## config.mk

```make
export PLATFORM = sky130hd
export DESIGN_NAME = address_range_to_prefix_blocks
export DESIGN_NICKNAME = d
export VERILOG_FILES = /design/src/sv/arpb_pkg.sv /design/src/sv/arpb_front.sv /design/src/sv/arpb_queue.sv /design/src/sv/arpb_back.sv /design/src/sv/address_range_to_prefix_blocks.sv
export SDC_FILE = /design/constraint.sdc
export NUM_CORES = 1
export LEC_CHECK = 0
export BUFFER_PORTS_ARGS = -buffer_cell sky130_fd_sc_hd__buf_4
export CORE_MARGIN = 2
export CORE_UTILIZATION = 50
export CTS_CLUSTER_SIZE = 16
export DETAILED_ROUTE_END_ITERATION = 16
export HOLD_SLACK_MARGIN = 0.15
export PLACE_DENSITY = 0.68
export SLEW_MARGIN = 30
export SYNTH_ARGS = -nofsm -noshare
export SYNTH_HDL_FRONTEND = slang
export SYNTH_SLANG_ARGS = --single-unit
```

## constraint.sdc

```tcl
create_clock -name clk -period 14.5 [get_ports clk]
set_clock_uncertainty 0.15 [all_clocks]
set_input_delay 1.45 -clock clk [delete_from_list [all_inputs] [get_ports clk]]
set_output_delay 1.45 -clock clk [all_outputs]
set_load 0.05 [all_outputs]
```

## src/sv/arpb_pkg.sv

```systemverilog
// Shared types and constants for the address range to prefix block expander.
package arpb_pkg;

  localparam int ADDR_W  = 32;
  localparam int COUNT_W = ADDR_W + 1;
  localparam int LEN_W   = 6;
  localparam int LG_W    = 6;

  typedef struct packed {
    logic [ADDR_W-1:0]  start_addr;
    logic [COUNT_W-1:0] addr_count;
  } in_req_t;

  typedef struct packed {
    logic [ADDR_W-1:0] block_base;
    logic [LEN_W-1:0]  prefix_len;
    logic              last_block;
  } out_res_t;

  // A classified range: clipped to the address space and never empty.
  typedef struct packed {
    logic [ADDR_W-1:0]  base;
    logic [COUNT_W-1:0] left;
  } range_t;

  // Queue status seen by the front and back ends.
  typedef struct packed {
    logic full;
    logic empty;
  } q_stat_t;

endpackage

```

## src/sv/arpb_front.sv

```systemverilog
// Front end: takes requests, clips the count to the space, drops empty ranges.
module arpb_front (
  input  logic            clk,
  input  logic            rst_n,
  input  logic            in_valid,
  output logic            in_stall,
  input  arpb_pkg::in_req_t in_req,
  input  arpb_pkg::q_stat_t q_stat,
  output logic            push,
  output arpb_pkg::range_t  push_data
);
  import arpb_pkg::*;

  logic               hold_r;
  range_t             range_r;
  logic [COUNT_W-1:0] room;
  logic [COUNT_W-1:0] clipped;
  logic               accept;

  // Addresses from the start to the top of the space, inclusive.
  assign room    = {1'b1, {ADDR_W{1'b0}}} - {1'b0, in_req.start_addr};
  assign clipped = (in_req.addr_count > room) ? room : in_req.addr_count;

  assign push      = hold_r && !q_stat.full;
  assign push_data = range_r;
  assign in_stall  = hold_r && q_stat.full;
  assign accept    = in_valid && !in_stall;

  always_ff @(posedge clk) begin
    if (!rst_n) begin
      hold_r <= 1'b0;
    end else if (accept) begin
      hold_r <= (in_req.addr_count != '0);
    end else if (push) begin
      hold_r <= 1'b0;
    end
  end

  always_ff @(posedge clk) begin
    if (accept) begin
      range_r.base <= in_req.start_addr;
      range_r.left <= clipped;
    end
  end

endmodule

```

## src/sv/arpb_queue.sv

```systemverilog
// Two-entry queue of classified ranges between the front and back ends.
module arpb_queue (
  input  logic              clk,
  input  logic              rst_n,
  input  logic              push,
  input  arpb_pkg::range_t  push_data,
  input  logic              pop,
  output arpb_pkg::range_t  pop_data,
  output arpb_pkg::q_stat_t q_stat
);
  import arpb_pkg::*;

  range_t     slot_r [2];
  logic       wr_r;
  logic       rd_r;
  logic [1:0] cnt_r;
  logic [1:0] cnt_nxt;

  assign pop_data     = slot_r[rd_r];
  assign q_stat.full  = (cnt_r == 2'd2);
  assign q_stat.empty = (cnt_r == 2'd0);

  always_comb begin
    cnt_nxt = cnt_r;
    if (push && !pop) begin
      cnt_nxt = cnt_r + 2'd1;
    end else if (pop && !push) begin
      cnt_nxt = cnt_r - 2'd1;
    end
  end

  always_ff @(posedge clk) begin
    if (!rst_n) begin
      wr_r  <= 1'b0;
      rd_r  <= 1'b0;
      cnt_r <= 2'd0;
    end else begin
      cnt_r <= cnt_nxt;
      if (push) begin
        wr_r <= ~wr_r;
      end
      if (pop) begin
        rd_r <= ~rd_r;
      end
    end
  end

  always_ff @(posedge clk) begin
    if (push) begin
      slot_r[wr_r] <= push_data;
    end
  end

endmodule

```

## src/sv/arpb_back.sv

```systemverilog
// Back end: walks one range and emits one aligned prefix block per cycle while its output is not held by out_stall.
module arpb_back (
  input  logic                clk,
  input  logic                rst_n,
  input  arpb_pkg::q_stat_t   q_stat,
  output logic                pop,
  input  arpb_pkg::range_t    pop_data,
  output logic                out_valid,
  input  logic                out_stall,
  output arpb_pkg::out_res_t  out_res
);
  import arpb_pkg::*;

  logic               busy_r;
  logic [ADDR_W-1:0]  cur_r;
  logic [COUNT_W-1:0] left_r;
  logic               out_valid_r;
  out_res_t           out_res_r;

  logic [COUNT_W-1:0] cur_ext;
  logic [COUNT_W-1:0] align;
  logic [COUNT_W-1:0] smear;
  logic [COUNT_W-1:0] top;
  logic [COUNT_W-1:0] size;
  logic [COUNT_W-1:0] left_nxt;
  logic [LG_W-1:0]    lg;
  logic               advance;

  assign cur_ext = {1'b0, cur_r};

  // Lowest set bit of the address; address zero allows the whole space.
  always_comb begin
    align = cur_ext & (~cur_ext + {{(COUNT_W-1){1'b0}}, 1'b1});
    if (cur_r == '0) begin
      align = {1'b1, {ADDR_W{1'b0}}};
    end
  end

  // Highest set bit of the remaining count.
  always_comb begin
    smear = left_r;
    smear = smear | (smear >> 1);
    smear = smear | (smear >> 2);
    smear = smear | (smear >> 4);
    smear = smear | (smear >> 8);
    smear = smear | (smear >> 16);
    smear = smear | (smear >> 32);
    top   = smear ^ (smear >> 1);
  end

  assign size     = (align < top) ? align : top;
  assign left_nxt = left_r - size;

  // Bit position of the one-hot block size.
  always_comb begin
    lg = '0;
    for (int i = 0; i < COUNT_W; i++) begin
      if (size[i]) begin
        lg = lg | LG_W'(i);
      end
    end
  end

  assign advance   = busy_r && (!out_valid_r || !out_stall);
  assign pop       = !busy_r && !q_stat.empty;
  assign out_valid = out_valid_r;
  assign out_res   = out_res_r;

  always_ff @(posedge clk) begin
    if (!rst_n) begin
      busy_r      <= 1'b0;
      out_valid_r <= 1'b0;
    end else begin
      if (pop) begin
        busy_r <= 1'b1;
      end else if (advance && (left_nxt == '0)) begin
        busy_r <= 1'b0;
      end
      if (advance) begin
        out_valid_r <= 1'b1;
      end else if (!out_stall) begin
        out_valid_r <= 1'b0;
      end
    end
  end

  always_ff @(posedge clk) begin
    if (pop) begin
      cur_r  <= pop_data.base;
      left_r <= pop_data.left;
    end else if (advance) begin
      cur_r  <= cur_r + size[ADDR_W-1:0];
      left_r <= left_nxt;
    end
    if (advance) begin
      out_res_r.block_base <= cur_r;
      out_res_r.prefix_len <= LEN_W'(ADDR_W) - lg;
      out_res_r.last_block <= (left_nxt == '0);
    end
  end

endmodule

```

## src/sv/address_range_to_prefix_blocks.sv

```systemverilog
// Top level: splits an address range into aligned prefix blocks, one per result.
// A request passes the front register, a queue slot and the back-end walk registers before its first block.
// Throughput: the back end emits one block per cycle while out_stall is low; a request that
// splits into n blocks (at most 62) holds the back end while it loads and emits those blocks.
// A zero-count request is dropped in the front end and takes no back-end time.
// Reset (synchronous, active low) empties the front register, the queue and the back end.
module address_range_to_prefix_blocks (
  input  logic                clk,
  input  logic                rst_n,
  input  logic                in_valid,
  output logic                in_stall,
  input  arpb_pkg::in_req_t   in_req,
  output logic                out_valid,
  input  logic                out_stall,
  output arpb_pkg::out_res_t  out_res
);
  import arpb_pkg::*;

  // The front end clips each request to the top of the space and holds it
  // in one register until the queue takes it.
  logic    push;
  range_t  push_data;
  logic    pop;
  range_t  pop_data;
  q_stat_t q_stat;

  arpb_front u_front (
    .clk       (clk),
    .rst_n     (rst_n),
    .in_valid  (in_valid),
    .in_stall  (in_stall),
    .in_req    (in_req),
    .q_stat    (q_stat),
    .push      (push),
    .push_data (push_data)
  );

  // The queue lets new requests arrive while a long range is still being split.
  arpb_queue u_queue (
    .clk       (clk),
    .rst_n     (rst_n),
    .push      (push),
    .push_data (push_data),
    .pop       (pop),
    .pop_data  (pop_data),
    .q_stat    (q_stat)
  );

  // The back end picks the largest block allowed by the current address
  // alignment and the count left, steps past it, and registers the result.
  // Its output register keeps loading while the consumer stalls, as long as it is empty.
  arpb_back u_back (
    .clk       (clk),
    .rst_n     (rst_n),
    .q_stat    (q_stat),
    .pop       (pop),
    .pop_data  (pop_data),
    .out_valid (out_valid),
    .out_stall (out_stall),
    .out_res   (out_res)
  );

endmodule
```

# Word-level counts from Yosys, hierarchy flattened
# Memory sizes are Yosys's and may differ from the RTL's. A register that Yosys moved wholly into a read port is not among the register bits.
# Cells that the tools add are included.
dict set report op_classes {
  n_mux 67
  eq_ne 6
  addsub 7
  bitwise_logic 11
  order_cmp 2
  n_reduce_logical 23
}
# cell count
set ops {}
lappend ops {{two-way mux 33 bit} 6}
lappend ops {{two-way mux 32 bit} 3}
lappend ops {{two-way mux 5 bit} 16}
lappend ops {{adder 33 x 1 -> 33 bit, second input constant} 1}
lappend ops {{AND 32 x 33 -> 33 bit} 1}
lappend ops {{greater-than comparator 33 bit} 1}
lappend ops {{zero test 33 bit} 1}
lappend ops {{< comparator 33 bit} 1}
lappend ops {{inverter 32 -> 33 bit} 1}
lappend ops {{bitwise OR 33 x 1 -> 33 bit} 1}
lappend ops {{bitwise OR 33 x 17 -> 33 bit} 1}
lappend ops {{bitwise OR 33 x 25 -> 33 bit} 1}
lappend ops {{bitwise OR 33 x 29 -> 33 bit} 1}
lappend ops {{bitwise OR 33 x 31 -> 33 bit} 1}
lappend ops {{bitwise OR 33 x 32 -> 33 bit} 1}
lappend ops {{nonzero test 33 bit} 1}
lappend ops {{subtractor 33 x 32 -> 33 bit, first input constant} 1}
lappend ops {{subtractor 33 bit} 1}
lappend ops {{XOR 33 x 32 -> 33 bit} 1}
lappend ops {{adder 32 bit} 1}
lappend ops {{zero test 32 bit} 1}
lappend ops {{two-way mux 4 bit} 8}
lappend ops {{two-way mux 1 bit} 24}
lappend ops {{two-way mux 3 bit} 4}
lappend ops {{other kinds (15)} 37}
dict set report word_totals {
  register_bits 176
  mem_bits_rw 130
  word_cells 130
  input_bits 69
  n_memories 1
  output_inout_bits 41
}
# name words word_bits read_ports rd_clocked_by_memory_dff wr line_no
set memory_table {}
lappend memory_table {u_queue.slot_r 2 65 1 1 1 arpb_queue.sv:13} ;# range_t slot_r [2];

# Longest topological paths before layout
# Gate-level depths: netlist of run 1.
dict set report depth {
  ltp_word 42
  ltp_mapped 34
  depth_no_buf 31
}

# Cells and area by module
# Synthesis of run 1 repeated with hierarchy kept, for this count alone.
dict set report hier_totals {
  hier_cells 1613
  hier_area_um2 18039.8
}
# mod area_each_um2 seq_area_each_um2 n_inst cells_per_inst
set modules_own_cells {}
lappend modules_own_cells {arpb_back 9263.9 3163.0 1 1069}
lappend modules_own_cells {arpb_queue 4923.5 4003.8 1 224}
lappend modules_own_cells {arpb_front 3852.4 1971.9 1 320}

# Worst setup path after synthesis of run 1
# Ideal clock, no wire load.
dict set report synth_timing {
  kind {register -> register}
  startpoint {reg u_back.cur_r[1]}
  endpoint {reg u_back.cur_r[30], data pin}
  path_stages_with_launch 32
  required_time_ns 14.081
  setup_ns 0.269
  arrival_time_ns 7.863
  setup_slack_ns 6.219
  synth_period_minus_slack_ns 8.281
  n_path_buf 3
  path_cell_list {edfxtp_1 nor4_2 nand3b_2 nor4_2 nand2_1 nor4b_1 and3b_1 ha_1 a21o_1 a21o_1 a221oi_1 o21ai_0 nor3_2 buf_2 buf_2 buf_2 o31ai_1 ha_1 fa_1 a21o_1 a21oi_1 o21ai_0 a21oi_1 o21ai_0 a211oi_1 o21ai_0 o41ai_1 o2111ai_1 a31o_2 a21oi_1 xor2_1 o21ai_0}
}
dict set report synth_via {
  elab_chain_cells 10
  word_cells_on_any_way 11
  cone_classes {add/sub (2); order compare (1); mux (5); bitwise (2); reduce/logical (1)}
}
# element line_no
set synth_lines {}
lappend synth_lines {{start, declared} arpb_back.sv:15} ;# logic [ADDR_W-1:0] cur_r;
lappend synth_lines {{start signal, assigned} arpb_back.sv:89} ;# cur_r <= pop_data.base;
lappend synth_lines {{start signal, assigned} arpb_back.sv:92} ;# cur_r <= cur_r + size[ADDR_W-1:0];
lappend synth_lines {{inverter 32 -> 33 bit} arpb_back.sv:33} ;# align = cur_ext & (~cur_ext + {{(COUNT_W-1){1'b0}}, 1'b1});
lappend synth_lines {{adder 33 x 1 -> 33 bit} arpb_back.sv:33}
lappend synth_lines {{AND 32 x 33 -> 33 bit} arpb_back.sv:33}
lappend synth_lines {{two-way mux 33 bit} arpb_back.sv:34} ;# if (cur_r == '0) begin
lappend synth_lines {{< comparator 33 bit} arpb_back.sv:51} ;# assign size = (align < top) ? align : top;
lappend synth_lines {{two-way mux 33 bit} arpb_back.sv:51}
lappend synth_lines {{adder 32 bit (*)} arpb_back.sv:92}
lappend synth_lines {{two-way mux 32 bit (*)} arpb_back.sv:91} ;# end else if (advance) begin
lappend synth_lines {{two-way mux 32 bit (*) (2 in a row)} arpb_back.sv:88} ;# if (pop) begin
# Every way passes the cells marked *; elsewhere a longest branch is shown, timed or not. The select of a mux whose other input is x is not followed.
# A chain may end at the register's enable or synchronous reset.

# Final worst setup path of run 1
# Ends and elaborated chain as after synthesis.

==> results.json, run 1 <==
{
  "outcome": "completed",
  "cts_made_buffers": 30,
  "grt_first_pass_wirelength_um": 66230,
  "cp_data_arrival_time_ps": 10160,
  "timing.final.crit_period_ps": 10020,
  "floorplan.die_area_um2": 37380,
  "pre_cts_slack_ps": 4606,
  "buffer_ports.inserted": 109,
  "max_capacitance_violation_total": 0,
  "num_io_pins": 110,
  "cts.repair.resized": 0,
  "worst_r2r_startpoint": "u_back.cur_r[1]$_DFFE_PP_",
  "power_switching_mw": 1.747,
  "synth.lib_cells_used.distinct": 75,
  "post_drt_via_cell_ratio": 5.828,
  "gr-max-usage-layer": "met2",
  "diodes": 0,
  "gp_congestion": 0.9410,
  "finalCritPeriodShare_pct": 69.08,
  "synthesis.nets": 1811,
  "hold_violations": 0,
  "peak_supply_drop_mv": 0.1582,
  "groute.layer.met3.usage_pct": 2.249,
  "post_synth.cell_area_avg_um2": 11.13,
  "setup_viol": 0,
  "vias_in_the_first_global_route": 12340,
  "core_um2": 35400,
  "cts_buffer_depth": 3,
  "worstHoldStart": "u_front.push_data[43]$_DFFE_PP_",
  "clock_tree_from_tritoncts": "built",
  "start_util_pct": 50.64,
  "clk_pin_slew_worst_setup_hold_paths_ps": 60,
  "die_x_um": 193.3,
  "drc": 0,
  "worst_hold_slack_ps": 293.1,
  "reg2reg_depth": 27,
  "mappedNetlistArea_um2": 17930,
  "die_height_um": 193.3,
  "clock_latency_ps": 570,
  "min_path_type": "register to register",
  "worstSetupEndpointType": "register",
  "final.setup.tns_ps": 0,
  "area_overhead_of_the_layout_relative_to_synthesis_pct": 13.11,
  "rsz_0062_raised_after_global_routing": "false",
  "detail_route.wl_per_cell_um": 18.95,
  "grt_remaining_overflow": 0,
  "timing.final.max_slew_violations": 0,
  "wl_um": 41880,
  "power_per_cell_area_nw_per_um2": 208.4,
  "largest_net_degree_at_the_start_of_global_routing": 86,
  "multi_input_comb_area_um2": 8307,
  "finalNonFillerCells": 2210,
  "dp.cells": 2154,
  "dr_total_vias": 12880,
  "worst_pin_slew_ps": 927.4,
  "grtUsageMet2_pct": 34.02,
  "area.sequential_um2": 9143,
  "crit_type": "register to register",
  "drt_iter0_drc": 892,
  "cts_max_level": 1,
  "synthesis.yosys.warnings": 0,
  "detail_route_antenna_nets": 0,
  "pwr-share-comb_pct": 45.4,
  "yosysSeqAreaShare_pct": 50.98,
  "fill_cells": 3016,
  "number_of_sinks_driven_by_the_clock_tree": 307,
  "post_detail_place_hpwl_um": 32230,
  "min_delay_worst_endpoint": "u_queue.slot_r[1][43]$_DFFE_PP_",
  "critical_path.max_fanout": 20,
  "r2r_end": "u_back.cur_r[30]$_DFFE_PP_",
  "power.share.clock_pct": 18.3,
  "post-layout-total-power_mw": 4.225,
  "regToRegSetupSlack_ps": 4480,
  "power.static_leakage_nw": 7.779,
  "nets": 1925,
  "setup.worst_path.start_class": "register",
  "fraction_of_met1_tracks_used_by_global_routing_pct": 33.09,
  "cp.required_ps": 14640,
  "peak_clock_frequency_supported_by_timing_ghz": 0.09984,
  "asr_flop_ratio_synth_pct": 0,
  "groute.usage.overall_pct": 22.19,
  "worst_hold_path_stage_count": 0,
  "cts_root_buf": "sky130_fd_sc_hd__clkbuf_16",
  "synth_enable_flop_cells": 299,
  "layout-drive-gt1-share_pct": 11.66,
  "timing.max_slew.rel_slack_pct": 38.17,
  "initial_antenna_violation_count": 0,
  "drt_first_pass_iters": 5,
  "switch_share_pct": 41.34,
  "post_cts_hold_buffer_count": 0,
  "cellInternalPower_mw": 2.478,
  "synthesis.instances": 1611,
  "post_cts.repair.setup_buffers": 0,
  "setup_ws_ps": 4484,
  "std_cell_rows": 69,
  "ys_ff_latch": 307,
  "ys_dominant_reg_cell": "sky130_fd_sc_hd__edfxtp_1",
  "sequential_power_share_pct": 36.3
}
[flip-flops by register name (all words and copies together) (netlist names), named ones only]
| name | cells |
|---|---|
| u_queue.slot_r | 130 |
| u_front.push_data | 65 |
| u_back.out_res | 39 |
| u_back.left_r | 33 |
| u_back.cur_r | 32 |
| u_queue.cnt_r | 2 |
| u_back.busy_r | 1 |
| u_back.out_valid | 1 |
| u_front.hold_r | 1 |
| u_queue.rd_r | 1 |
| u_queue.wr_r | 1 |
[metrics by stage]
| stage | area, um2 | utilization (%) |
|---|---|---|
| floorplan | 17930 | - |
| global placement | 19290 | 54.50 |
| detailed placement | 19290 | 54.50 |
| CTS | 20280 | 57.29 |
| global route | 20280 | 57.29 |
| finish | 20280 | 57.29 |
[power groups by stage]
| stage | clock network (mW) | logic [mW] | registers (mW) |
|---|---|---|---|
| final | 0.774 | 1.92 | 1.53 |
| after global routing | 0.826 | 2.13 | 1.57 |
| after detailed placement | 0 | 1.89 | 1.55 |
| after global placement | 0 | 1.87 | 1.54 |
| after CTS | 0.793 | 1.91 | 1.53 |
| after floorplan | 0 | 1.32 | 1.61 |
[cells by family (layout without fill, tap and decap cells)]
group,Yosys count,after routing,share of synthesized area (%)
simple gates,524,524,15.90
compound gates,340,340,11.83
flops,307,307,50.98
buf+inv,135,273,2.897
fa+ha+maj,131,131,9.227
mux,92,92,5.158
xor+xnor,82,82,4.006
[Yosys cell counts, types with 6 or more instances]
master | count | area share, %
sky130_fd_sc_hd__a21oi_1 | 102 | 2.8
sky130_fd_sc_hd__dfxtp_1 | 8 | 0.89
sky130_fd_sc_hd__nor3b_1 | 7 | 0.29
sky130_fd_sc_hd__a211oi_1 | 15 | 0.63
sky130_fd_sc_hd__nand4_1 | 34 | 1.2
sky130_fd_sc_hd__o21bai_1 | 8 | 0.34
sky130_fd_sc_hd__buf_1 | 7 | 0.15
sky130_fd_sc_hd__a21o_1 | 23 | 0.96
sky130_fd_sc_hd__edfxtp_1 | 299 | 50
sky130_fd_sc_hd__nor4_1 | 27 | 0.94
sky130_fd_sc_hd__o211ai_1 | 10 | 0.42
sky130_fd_sc_hd__nand2b_1 | 16 | 0.56
sky130_fd_sc_hd__inv_1 | 97 | 2.0
sky130_fd_sc_hd__and3_1 | 19 | 0.66
sky130_fd_sc_hd__or3_1 | 17 | 0.59
sky130_fd_sc_hd__mux2i_1 | 89 | 5.0
sky130_fd_sc_hd__xor2_1 | 33 | 1.6
sky130_fd_sc_hd__nand2_1 | 113 | 2.4
sky130_fd_sc_hd__o31ai_1 | 8 | 0.34
sky130_fd_sc_hd__a21boi_0 | 6 | 0.25
sky130_fd_sc_hd__a31o_2 | 6 | 0.29
sky130_fd_sc_hd__nand3_1 | 41 | 1.1
sky130_fd_sc_hd__nor2b_1 | 25 | 0.87
sky130_fd_sc_hd__o21a_1 | 25 | 1.0
sky130_fd_sc_hd__nand3b_1 | 13 | 0.54
sky130_fd_sc_hd__and4_1 | 7 | 0.34
sky130_fd_sc_hd__and2_1 | 20 | 0.70
sky130_fd_sc_hd__nor4b_1 | 8 | 0.39
sky130_fd_sc_hd__clkbuf_1 | 26 | 0.54
sky130_fd_sc_hd__o21ai_0 | 98 | 2.7
sky130_fd_sc_hd__nor3_1 | 44 | 1.2
sky130_fd_sc_hd__nor2_1 | 98 | 2.1
sky130_fd_sc_hd__ha_1 | 129 | 9.0
sky130_fd_sc_hd__or4_1 | 7 | 0.29
sky130_fd_sc_hd__xnor2_1 | 49 | 2.4
[worst max-delay path by stage]
stage	startpoint	to	slack, ps
CTS	u_back.cur_r[1]$_DFFE_PP_	u_back.cur_r[30]$_DFFE_PP_	4600
global route	u_back.cur_r[0]$_DFFE_PP_	u_back.cur_r[30]$_DFFE_PP_	3780
global placement	u_back.cur_r[1]$_DFFE_PP_	u_back.cur_r[30]$_DFFE_PP_	4890
floorplan	u_back.cur_r[1]$_DFFE_PP_	u_back.cur_r[30]$_DFFE_PP_	6220
detailed placement	u_back.cur_r[1]$_DFFE_PP_	u_back.cur_r[30]$_DFFE_PP_	4610
finish	u_back.cur_r[1]$_DFFE_PP_	u_back.cur_r[30]$_DFFE_PP_	4480
[critical path: stages, from the launching register on]
cell and delay, ps:
sky130_fd_sc_hd__edfxtp_1 520, sky130_fd_sc_hd__nor4_2 520, sky130_fd_sc_hd__nand3b_2 290, sky130_fd_sc_hd__nor4_2 590, sky130_fd_sc_hd__nand2_1 200, sky130_fd_sc_hd__nor4b_1 600
sky130_fd_sc_hd__and3b_1 270, sky130_fd_sc_hd__ha_1 270, sky130_fd_sc_hd__a21o_1 160, sky130_fd_sc_hd__a21o_1 170, sky130_fd_sc_hd__a221oi_1 480, sky130_fd_sc_hd__o21ai_0 420
sky130_fd_sc_hd__nor3_4 670, sky130_fd_sc_hd__o21ai_0 410, sky130_fd_sc_hd__fa_1 530, sky130_fd_sc_hd__a21o_1 180, sky130_fd_sc_hd__a21oi_1 280, sky130_fd_sc_hd__o21ai_0 150
sky130_fd_sc_hd__a21oi_1 250, sky130_fd_sc_hd__o21ai_0 270, sky130_fd_sc_hd__a211oi_1 510, sky130_fd_sc_hd__o21ai_0 230, sky130_fd_sc_hd__o41ai_1 610, sky130_fd_sc_hd__o2111ai_1 280
sky130_fd_sc_hd__a31o_2 310, sky130_fd_sc_hd__a21oi_1 160, sky130_fd_sc_hd__xor2_1 160, sky130_fd_sc_hd__o21ai_0 90
[placed cells by master (no fill, tap or decap), drive strengths merged, types with 33 or more instances in the layout]
cell type | Yosys | final
a21oi | 103 | 103
buf | 12 | 120
clkbuf | 26 | 35
edfxtp | 299 | 299
ha | 129 | 129
inv | 97 | 99
mux2i | 89 | 89
nand2 | 113 | 113
nand3 | 42 | 42
nand4 | 34 | 34
nor2 | 98 | 98
nor3 | 45 | 45
nor4 | 34 | 34
o21ai | 100 | 100
xnor2 | 49 | 49
xor2 | 33 | 33
[area by class of cell]
type / count / area share (%)
timing repair buffer: 120 / 4.443
sequential: 307 / 45.09
clock buffer: 35 / 3.900
tap: 461 / 2.845
clock inverter: 21 / 0.9626
inverter: 97 / 1.796
multi-input combinational: 1169 / 40.97
[metal layers]
layer	wire length (um)	share of wire (%)
met2	18300	44
met3	2257	5.4
met1	20040	48
met4	1276	3.0
met5	0	0
Power figures use the tool's default switching activity.
==> run 2: changes to the inputs <==
PLACE_DENSITY = 0.7   (was 0.68)
clock period = 8 ns   (was 14.5 ns; I/O delays follow)
==> results.json, run 2 (synthesis gave the netlist of run 1 again) <==
{
  "outcome": "completed",
  "number_of_sinks_driven_by_the_clock_tree": 307,
  "wl_um": 44160,
  "start_util_pct": 50.64,
  "cp_data_arrival_time_ps": 7980,
  "largest_reg_flops": 130,
  "core_um2": 35400,
  "max_capacitance_violation_total": 0,
  "placedInstanceArea_um2": 20130,
  "floorplan.die_area_um2": 37380,
  "worst_hold_path_stage_count": 0,
  "power_per_cell_area_nw_per_um2": 384.5,
  "detail_route_antenna_nets": 0,
  "largest_net_degree_at_the_start_of_global_routing": 86,
  "layout.cells.most_common": "sky130_fd_sc_hd__edfxtp_1",
  "grt_remaining_overflow": 0,
  "critical_path.max_fanout": 7,
  "drt_first_pass_iters": 6,
  "buffer_ports.inserted": 109,
  "cts_buffer_depth": 3,
  "worst_pin_slew_ps": 915.1,
  "worstSetupEndpointType": "register",
  "initial_antenna_violation_count": 1,
  "power.static_leakage_nw": 8.423,
  "fraction_of_met1_tracks_used_by_global_routing_pct": 33.73,
  "critPathMaxStageDelay_ps": 470,
  "final.setup.tns_ps": 0,
  "dr_total_vias": 13410,
  "cts_max_level": 1,
  "layout-drive-gt1-share_pct": 19.55,
  "critical_path.slowest_cell": "sky130_fd_sc_hd__nor4b_1",
  "drt_iter0_drc": 1028,
  "cts_root_buf": "sky130_fd_sc_hd__clkbuf_16",
  "diodes": 0,
  "groute.layer.met3.usage_pct": 2.807,
  "grt_first_pass_wirelength_um": 69290,
  "rsz_0062_raised_after_global_routing": "true",
  "reg2reg_depth": 33,
  "setup.worst_path.start_class": "register",
  "area_overhead_of_the_layout_relative_to_synthesis_pct": 19.61,
  "timing.final.crit_period_ps": 7694,
  "top_register": "u_queue.slot_r",
  "layout.cells.most_common_list": "299 x sky130_fd_sc_hd__edfxtp_1, 239 x sky130_fd_sc_hd__buf_4, 127 x sky130_fd_sc_hd__ha_1, 111 x sky130_fd_sc_hd__nand2_1, 98 x sky130_fd_sc_hd__a21oi_1",
  "detail_route.wl_per_cell_um": 18.93,
  "drc": 0,
  "clock_latency_ps": 560,
  "final_util_pct": 60.58,
  "grtUsageMet2_pct": 36.19,
  "gr-max-usage-layer": "met2",
  "nets": 2048,
  "crit_type": "register to register",
  "die_x_um": 193.3,
  "num_io_pins": 110,
  "clk_pin_slew_worst_setup_hold_paths_ps": 60,
  "groute.usage.overall_pct": 23.14,
  "min_path_type": "register to register",
  "cp.required_ps": 8280,
  "worst_path_most_repeated_cell": "sky130_fd_sc_hd__buf_4",
  "vias_in_the_first_global_route": 12960,
  "die_height_um": 193.3,
  "post_cts_hold_buffer_count": 0,
  "gp_congestion": 0.9886,
  "finalCritPeriodShare_pct": 96.17,
  "cts_made_buffers": 30,
  "peak_supply_drop_mv": 0.2817,
  "peak_clock_frequency_supported_by_timing_ghz": 0.1300,
  "post_drt_via_cell_ratio": 5.746,
  "finish.instance_area_um2": 21440,
  "setup_viol": 0,
  "clock_tree_from_tritoncts": "built",
  "hold_violations": 0,
  "std_cell_rows": 69,
  "timing.final.max_slew_violations": 0,
  "post_detail_place_hpwl_um": 34310,
  "timing.max_slew.rel_slack_pct": 38.99
}
run 2: changes by cell type in the layout (fill, tap and decap cells not counted), moves of 4 or more:
cell and change:
sky130_fd_sc_hd__o21ai_1 +5, sky130_fd_sc_hd__nor3_2 +5, sky130_fd_sc_hd__a21oi_2 +4, sky130_fd_sc_hd__buf_4 +119, sky130_fd_sc_hd__o21ai_2 +4, sky130_fd_sc_hd__a21oi_1 -4, sky130_fd_sc_hd__nor3_1 -5, sky130_fd_sc_hd__o21ai_0 -10
run 2: what timing repair did:
action	CTS	global route
gates cloned	0	1
buffers inserted	0	12
pin swaps	0	29
resized for setup	1	65
endpoints found under the setup margin	2	11
run 2: power breakdown:
| group | switching, mW | leakage (nW) | internal, mW |
|---|---|---|---|
| combinational | 2.48 | 5.08 | 1.68 |
| sequential | 0.312 | 2.89 | 2.42 |
| clock | 0.574 | 0.455 | 0.770 |
| total | 3.37 | 8.42 | 4.87 |
run 2: through the flow:
step,hold slack (ps),std cells,power (mW),worst slack [ps]
2_1_floorplan,271.5,1611,5.308,1.525
3_3_place_gp,272.8,2264,6.585,196.9
3_5_place_dp,279.8,2264,6.662,36.58
4_1_cts,270.9,2320,8.035,3.140
5_1_grt,271.6,2333,8.795,-87.71
6_report,292.8,2333,8.245,306.3
run 2: critical path: cells and delay by family (launching register included):
kind	cells	cell delay [ps]
AND/OR/NAND/NOR	12	2720
AO/OA/AOI/OAI	11	2320
buffers and inverters	6	900
adder cells (fa/ha/maj)	3	850
flip-flops	1	410
XOR/XNOR	1	230
run 2: cell type report:
type,instances,area (um2)
Clock buffer,36,794.5
Fill cell,2932,13950
Sequential cell,307,9143
Timing Repair Buffer,243,1833
Clock inverter,20,153.9
Tap cell,461,576.8
Multi-Input combinational cell,1169,8577
Inverter,97,364.1
run 2: worst paths after layout:
kind / slack [ps] / startpoint / endpoint
max: 310 / u_back.cur_r[1]$_DFFE_PP_ / u_back.busy_r$_SDFFE_PN0P_
max reg2reg: 310 / u_back.cur_r[1]$_DFFE_PP_ / u_back.busy_r$_SDFFE_PN0P_
min reg2reg: 290 / u_front.push_data[54]$_DFFE_PP_ / u_queue.slot_r[0][54]$_DFFE_PP_
min: 290 / u_front.push_data[54]$_DFFE_PP_ / u_queue.slot_r[0][54]$_DFFE_PP_
run 2: metal layers:
metal	vias to the layer above	wire length, um
li1	6584	-
met1	6390	20720
met2	355	19780
met3	77	2265
met4	0	1394
met5	-	0
